$ cat config.mk
export PLATFORM = sky130hd
export DESIGN_NAME = emst_ctrl
export DESIGN_NICKNAME = d
export VERILOG_FILES = /design/src/rtl/emst_pkg.sv /design/src/rtl/emst_ctrl.sv
export SDC_FILE = /design/constraint.sdc
export NUM_CORES = 1
export LEC_CHECK = 0
export BUFFER_PORTS_ARGS = -buffer_cell sky130_fd_sc_hd__clkbuf_2
export CAP_MARGIN = 30
export CORE_AREA = 2 2 39 41
export CTS_CLUSTER_DIAMETER = 80
export DETAILED_ROUTE_END_ITERATION = 12
export DIE_AREA = 0 0 41 43
export HOLD_SLACK_MARGIN = 0.15
export PLACE_DENSITY = 0.43
export SLEW_MARGIN = 40
export SYNTH_ARGS = -nofsm -noshare
export SYNTH_HDL_FRONTEND = slang
export SYNTH_SLANG_ARGS = --single-unit
$ cat constraint.sdc
create_clock -name clk -period 2.3 [get_ports clk]
set_input_delay 0.23 -clock clk [delete_from_list [all_inputs] [get_ports clk]]
set_output_delay 0.23 -clock clk [all_outputs]
set_load 0.005 [all_outputs]
$ cat src/rtl/emst_pkg.sv
// ----------------------------------------------------------------------------
// emst_pkg
// Shared types and fixed constants of the Euclidean MST block: register
// map of the configuration port and the controller command/status bundles.
// ----------------------------------------------------------------------------
`default_nettype none

package emst_pkg;

  // configuration port
  localparam int CFG_IDX_W  = 2;
  localparam int CFG_DATA_W = 7;
  localparam logic [CFG_IDX_W-1:0] REG_POINT_COUNT = 2'd0;
  localparam logic [CFG_IDX_W-1:0] REG_DIM_COUNT   = 2'd1;

  // register widths and reset values
  localparam int PC_W = 7;
  localparam int DC_W = 4;
  localparam logic [PC_W-1:0] PC_RESET = 7'd2;
  localparam logic [DC_W-1:0] DC_RESET = 4'd2;

  // controller to datapath commands
  typedef struct packed {
    logic load;     // store one coordinate beat
    logic round0;   // set up first round from point 0
    logic cap_q;    // capture candidate point of position p
    logic step_j;   // accumulate one squared coordinate difference
    logic cmp;      // relax candidate and track minimum
    logic emit;     // issue edge, swap, advance to next round
  } emst_cmd_t;

  // datapath to controller status
  typedef struct packed {
    logic load_last; // current load beat completes the set
    logic np_one;    // set holds a single point
    logic j_last;    // last coordinate of the distance
    logic p_last;    // last position of the round
    logic s_last;    // last round
  } emst_stat_t;

endpackage

`default_nettype wire

$ cat src/rtl/emst_ctrl.sv
// ----------------------------------------------------------------------------
// emst_ctrl
// Sequencer of the Euclidean MST block: loads beats while idle, then walks
// the Prim rounds position by position and coordinate by coordinate.
// ----------------------------------------------------------------------------
`default_nettype none

module emst_ctrl (
  input  wire logic               clk,
  input  wire logic               rst_n,
  input  wire logic               start,
  output logic                    busy,
  input  wire emst_pkg::emst_stat_t stat,
  output emst_pkg::emst_cmd_t     cmd
);

  localparam logic [2:0] ST_IDLE = 3'd0;
  localparam logic [2:0] ST_VO   = 3'd1;
  localparam logic [2:0] ST_Q    = 3'd2;
  localparam logic [2:0] ST_CA   = 3'd3;
  localparam logic [2:0] ST_CB   = 3'd4;
  localparam logic [2:0] ST_CC   = 3'd5;
  localparam logic [2:0] ST_CD   = 3'd6;
  localparam logic [2:0] ST_CMP  = 3'd7;

  logic [2:0] state_r, state_nxt;
  logic       emit_r, emit_nxt;

  assign busy = (state_r != ST_IDLE) || emit_r;

  // next state and commands
  always_comb begin
    state_nxt = state_r;
    emit_nxt  = 1'b0;
    cmd       = '0;
    if (emit_r) begin
      // edge cycle: swap, then next round or done
      cmd.emit = 1'b1;
      state_nxt = stat.s_last ? ST_IDLE : ST_VO;
    end else begin
      case (state_r)
        ST_IDLE: begin
          if (start) begin
            cmd.load = 1'b1;
            if (stat.load_last && !stat.np_one) begin
              cmd.round0 = 1'b1;
              state_nxt  = ST_VO;
            end
          end
        end
        ST_VO:  state_nxt = ST_Q;
        ST_Q: begin
          cmd.cap_q = 1'b1;
          state_nxt = ST_CA;
        end
        ST_CA:  state_nxt = ST_CB;
        ST_CB:  state_nxt = ST_CC;
        ST_CC:  state_nxt = ST_CD;
        ST_CD: begin
          cmd.step_j = 1'b1;
          state_nxt  = stat.j_last ? ST_CMP : ST_CA;
        end
        ST_CMP: begin
          cmd.cmp = 1'b1;
          if (stat.p_last) begin
            emit_nxt  = 1'b1;
            state_nxt = ST_IDLE;
          end else begin
            state_nxt = ST_VO;
          end
        end
        default: state_nxt = ST_IDLE;
      endcase
    end
  end

  // hold state
  always_ff @(posedge clk) begin
    if (!rst_n) begin
      state_r <= ST_IDLE;
      emit_r  <= 1'b0;
    end else begin
      state_r <= state_nxt;
      emit_r  <= emit_nxt;
    end
  end

endmodule

`default_nettype wire

==> results of run 1 <==
==> metal layers <==
metal / vias to the layer above / share of wire
met4: 0 / 0
li1: 132 / -
met2: 9 / 0.57
met1: 130 / 0.39
met3: 0 / 0.047
met5: - / 0
==> worst paths after layout <==
path              startpoint    endpoint  slack (ns)
hold / removal       stat[1]      emit_r        0.24
setup / recovery  state_r[0]      cmd[4]        0.82
hold reg to reg   state_r[2]  state_r[2]        0.58
setup reg to reg  state_r[0]  state_r[0]        1.19
==> cell type report <==
type,instances,area share
Sequential cell,4,0.233
Timing Repair Buffer,14,0.204
Clock buffer,3,0.0655
Tap cell,16,0.0582
Multi-Input combinational cell,20,0.407
Inverter,3,0.0327
==> cells in the mapped netlist <==
library cell / number
a32oi_1: 1
nor4_4: 1
nor3_2: 1
nor2_1: 2
inv_1: 2
nor4b_1: 1
inv_2: 1
xnor2_1: 1
nand2_1: 3
buf_6: 1
o21ai_0: 1
nor2b_1: 1
dfxtp_1: 4
and2_1: 1
nand3b_1: 3
nor4_1: 1
and3_1: 2
a21oi_1: 1
buf_4: 1
==> state kept, by name, summed over array words and instances, names as in the netlist <==
name / count
emit_r: 1
state_r: 3
==> metrics by stage <==
stage / util / hold slack, ns / power [W] / cell area (µm²)
2_1_floorplan: - / 0.376 / 0.000179 / 250
3_3_place_gp: 0.232 / 0.482 / 0.000206 / 322
3_5_place_dp: 0.232 / 0.488 / 0.000205 / 322
4_1_cts: 0.249 / 0.236 / 0.000299 / 344
5_1_grt: 0.249 / 0.255 / 0.000315 / 344
6_report: 0.249 / 0.242 / 0.000293 / 344
==> power by group through the flow <==
stage               logic [W]  registers [W]  clock network, W
finish              0.0000939       0.000109         0.0000902
floorplan           0.0000833      0.0000959                 0
detailed placement  0.0000948       0.000110                 0
CTS                 0.0000956       0.000109         0.0000946
global route         0.000106       0.000112         0.0000963
global placement    0.0000949       0.000111                 0
==> cell families (layout without fill, tap and decap cells) <==
group / count (synthesis) / in the layout / share of synthesized area
DFF: 4 / 4 / 0.320
AOI/OAI and AO/OA: 3 / 3 / 0.0750
and+or+nand+nor: 16 / 16 / 0.450
buffers and inverters: 5 / 20 / 0.120
xor gates and xnor gates: 1 / 1 / 0.0350
==> critical path: cells and delay by family (launching register included) <==
kind | cells | cell delay (ns)
flops | 1 | 0.40
buf+inv | 2 | 0.19
simple gates | 2 | 0.41
==> metrics.txt, run 1 <==
status complete, no violations; Worst Setup Slack, final approximately 0.82 ns; commonest non-fill, non-tap cells in the layout clkbuf_2, dfxtp_1, nand3b_1, nand2_1, clkbuf_4; clock sink count 4; clock slew at reported path FFs ~0.040 ns; GR Util met1 0.0675; CP peak stage delay about 0.40 ns; total track usage 0.0813; Seq pwr share 0.373; area taken by multi-input logic gates between 100 and 150 µm²; Placed Cells 57; CP Launch Type flip-flop; remaining antenna violation count 0; DR vias 271; fmax 675 MHz; gr ovfl total 0; Cells after Synth 29; Synth area leaders dfxtp_1, nand3b_1, nor4_4; cell area after synthesis roughly 250 µm²; Worst Tran Pin Value between 0.3 and 0.4 ns; Die Ht 43 µm; Final Skew 0.00460 ns; Worst setup EP type output pin; Ant. Diodes 0; sw frac 0.335; initial antenna violation count 0; Syn Nets 37; Leak about 0.16 nW; clock insertion delay at the later pin of the skew report 0.24 ns; max_slew headroom 0.766; Iteration-0 DRC Markers 3; Power per Cell Area about 850 nW/µm²; largest net degree at the start of global routing 9; CTS tree done; Seq cells post-synth 4; Crit-path slowest cell dfxtp_1; Place WS 1.07 ns; met3 usage 0.0314; total setup buffers inserted after CTS 0; layout cells sized above 1 0.455; fillcell total 155; Min Clock Period, post-route approximately 1.5 ns; Post-CTS Resized 0; Hold Path Class input port to flip-flop; drt drc 0; CTS buffer count 3; crit-path max FO 8; # IOs 15; Combinational Power Share 0.320; GP Congestion 0.699; synth warn 0; routed len/inst around 10 µm; P&R area growth vs syn 37.5%; Hold Crit Depth 2; WS Path Type flip-flop to output pin; setup TNS 0 ns; clock network fraction of total power 0.307; Yosys cell types 19; Pre-Repair DR Iteration Count 2; cts-stage hold buffer count 0; most common cell after layout, fill and taps aside clkbuf_2; vias in the first global route roughly 240; endpoints failing hold 0; Final HPWL DP approximately 480 µm; final worst-path cycle share 0.644; Yosys top cell by area dfxtp_1; internal power around 0.00020 W; final non-filler cell total 60; Core Region approximately 1400 µm²; Synth top area share 0.320; cells along the critical path nor4_4 > inv_1 > nor2_1 > clkbuf_2; CTS Buffer Depth 2; Starting Density 0.181; critical path arrival ~1.3 ns; Clock H-tree levels 1; Slew Limit Fails 0; NetSw 0.0000982 W; input/output buffers 14; Max rail drop VDD roughly 0.33 mV; total wire length ~600 µm; M2 GR Usage 0.131; Die W just over 40 µm; register area around 80 µm²; required time of the critical path ~2.1 ns; first-pass GRT wire length ~920 µm; row cnt 14; RSZ-0062 raised after global routing no; CTS Root Cell clkbuf_4; die area 1760 µm²; Avg Inst Size Synth about 8.6 µm²; worst r2r path cells 3; sequential fraction of the synthesis area 0.320; total of max-cap violations 0; Most Crowded Layer GR met2; Net count, final 54; final setup fails 0; Via density 4.52
No activity file was read; power rests on OpenSTA's default activity.
==> run 2, diff against run 1 <==
==> constraint.sdc (replaced) <==
create_clock -name clk -period 1.5 [get_ports clk]
set_input_delay 0.15 -clock clk [delete_from_list [all_inputs] [get_ports clk]]
set_output_delay 0.15 -clock clk [all_outputs]
set_load 0.005 [all_outputs]
==> metrics.txt, run 2 (synthesized netlist as in run 1, its figures left out) <==
Net count, final 55; CP peak stage delay 0.37 ns; Starting Density 0.181; CP bufs+invs 2; Finished Cell Area 353 µm²; Die W slightly above 40 µm; Clock H-tree levels 1; Pre-Repair DR Iteration Count 2; # IOs 15; max_slew headroom 0.776; Hold Path Origin stat[1]; WS Path Type flip-flop to output pin; Critical Path Source state_r[2]; CP delay by family, top simple AND/OR/NAND/NOR gates; total wire length 555 µm; max reg flops 3; input/output buffers 14; final worst-path cycle share 0.918; Power per Cell Area approximately 1300 nW/µm²; clock insertion delay at the later pin of the skew report around 0.23 ns; CP Launch Type flip-flop; clock slew at reported path FFs 0.04 ns; status complete, no violations; final non-filler cell total 61; routed len/inst between 9 and 10 µm; total of max-cap violations 0; Leak between 0.15 and 0.2 nW; Min Clock Period, post-route ~1.4 ns; layout cells sized above 1 0.489; commonest non-fill, non-tap cells in the layout clkbuf_2, nand3b_1, nand2_1, clkbuf_4, dfxtp_1; reg-to-reg endpoint state_r[0]; final setup fails 0; Via density between 4 and 5; Worst setup EP type output pin; placed cell area 322 µm²; P&R area growth vs syn 41.0%; die area between 1500 and 2000 µm²; Largest Register state_r; GP Congestion approximately 0.69; initial antenna violation count 0; critical path arrival 1.23 ns; clock sink count 4; Iteration-0 DRC Markers 5; r2r setup slk between 0.2 and 0.3 ns; Final Skew approximately 0.0022 ns; required time of the critical path roughly 1.4 ns; crit-path max FO 7; total track usage 0.0913; vias in the first global route approximately 270; Worst Tran Pin Value approximately 0.34 ns; cts-stage hold buffer count 0; Hold Path Class input port to flip-flop; remaining antenna violation count 0; Placed Cells 57; Die Ht roughly 43 µm; most common cell after layout, fill and taps aside clkbuf_2; CTS Root Cell clkbuf_4; CTS Buffer Depth 2; row cnt 14; fmax roughly 730 MHz; reg2reg start state_r[2]; Slew Limit Fails 0; gr ovfl total 0; setup TNS 0 ns; first-pass GRT wire length approximately 1.0 mm; cell depth of the worst setup path 4; CTS buffer count 3; Core Region approximately 1400 µm²; CTS tree done; drt drc 0; worst r2r path cells 4; biggest regs state_r x3, emit_r x1; Ant. Diodes 0; Max rail drop VDD 0.301 mV; Crit-path slowest cell dfxtp_1; DR vias 254; Setup crit end cmd[4]; cells along the critical path nor4_4 > inv_1 > nor2_1 > clkbuf_2; endpoints failing hold 0; largest net degree at the start of global routing 9
-- run 2: how the worst min path moves through the flow --
stage | endpoint | slack, ns | cells past startpoint
floorplan | emit_r | 0.30 | 1
global placement | emit_r | 0.40 | 2
detailed placement | emit_r | 0.41 | 2
CTS | emit_r | 0.16 | 2
global route | emit_r | 0.17 | 2
finish | emit_r | 0.17 | 2
-- run 2: timing repair --
| item | 4_1_cts | 5_1_grt |
|---|---|---|
| setup buffers | 0 | 1 |
| gates resized for setup | 0 | 1 |
| setup endpoints to repair | 0 | 2 |
-- run 2: area by class of cell --
| class | instances | area (µm²) |
|---|---|---|
| fill | 164 | 1030 |
| multi-input combinational | 20 | 140 |
| sequential | 4 | 81.3 |
| timing repair buffer | 15 | 77.6 |
| clock buffer | 3 | 22.5 |
| tap | 16 | 20.0 |
| inverter | 3 | 11.3 |
-- run 2: where the power goes --
| group | total, W | leakage [nW] | internal (W) | switching, W |
|---|---|---|---|---|
| registers | 0.000168 | 0.0330 | 0.000127 | 0.0000412 |
| clock network | 0.000131 | 0.0138 | 0.0000894 | 0.0000415 |
| logic | 0.000169 | 0.117 | 0.000101 | 0.0000671 |
| total | 0.000468 | 0.164 | 0.000318 | 0.000150 |
-- run 2: per-layer routing --
metal / global-route usage / wire [µm]
met5: 0 / 0
met4: 0.100 / 0
met3: 0.0157 / 22
met2: 0.134 / 313
met1: 0.0962 / 219
-- run 2: worst register-to-register path, stage by stage (launching register included) --
cell and delay, ns:
dfxtp_1 0.37, nor4_4 0.34, buf_4 0.16, a32oi_1 0.04
and3_1 0.20
-- run 2: through the flow --
stage	hold WS, ns	setup slack [ns]	utilization	total power (W)
floorplan	0.296	0.468	-	0.000275
global placement	0.401	0.318	0.232	0.000319
detailed placement	0.411	0.323	0.232	0.000318
CTS	0.161	0.0671	0.249	0.000456
global route	0.169	-0.00177	0.255	0.000518
finish	0.167	0.123	0.255	0.000468
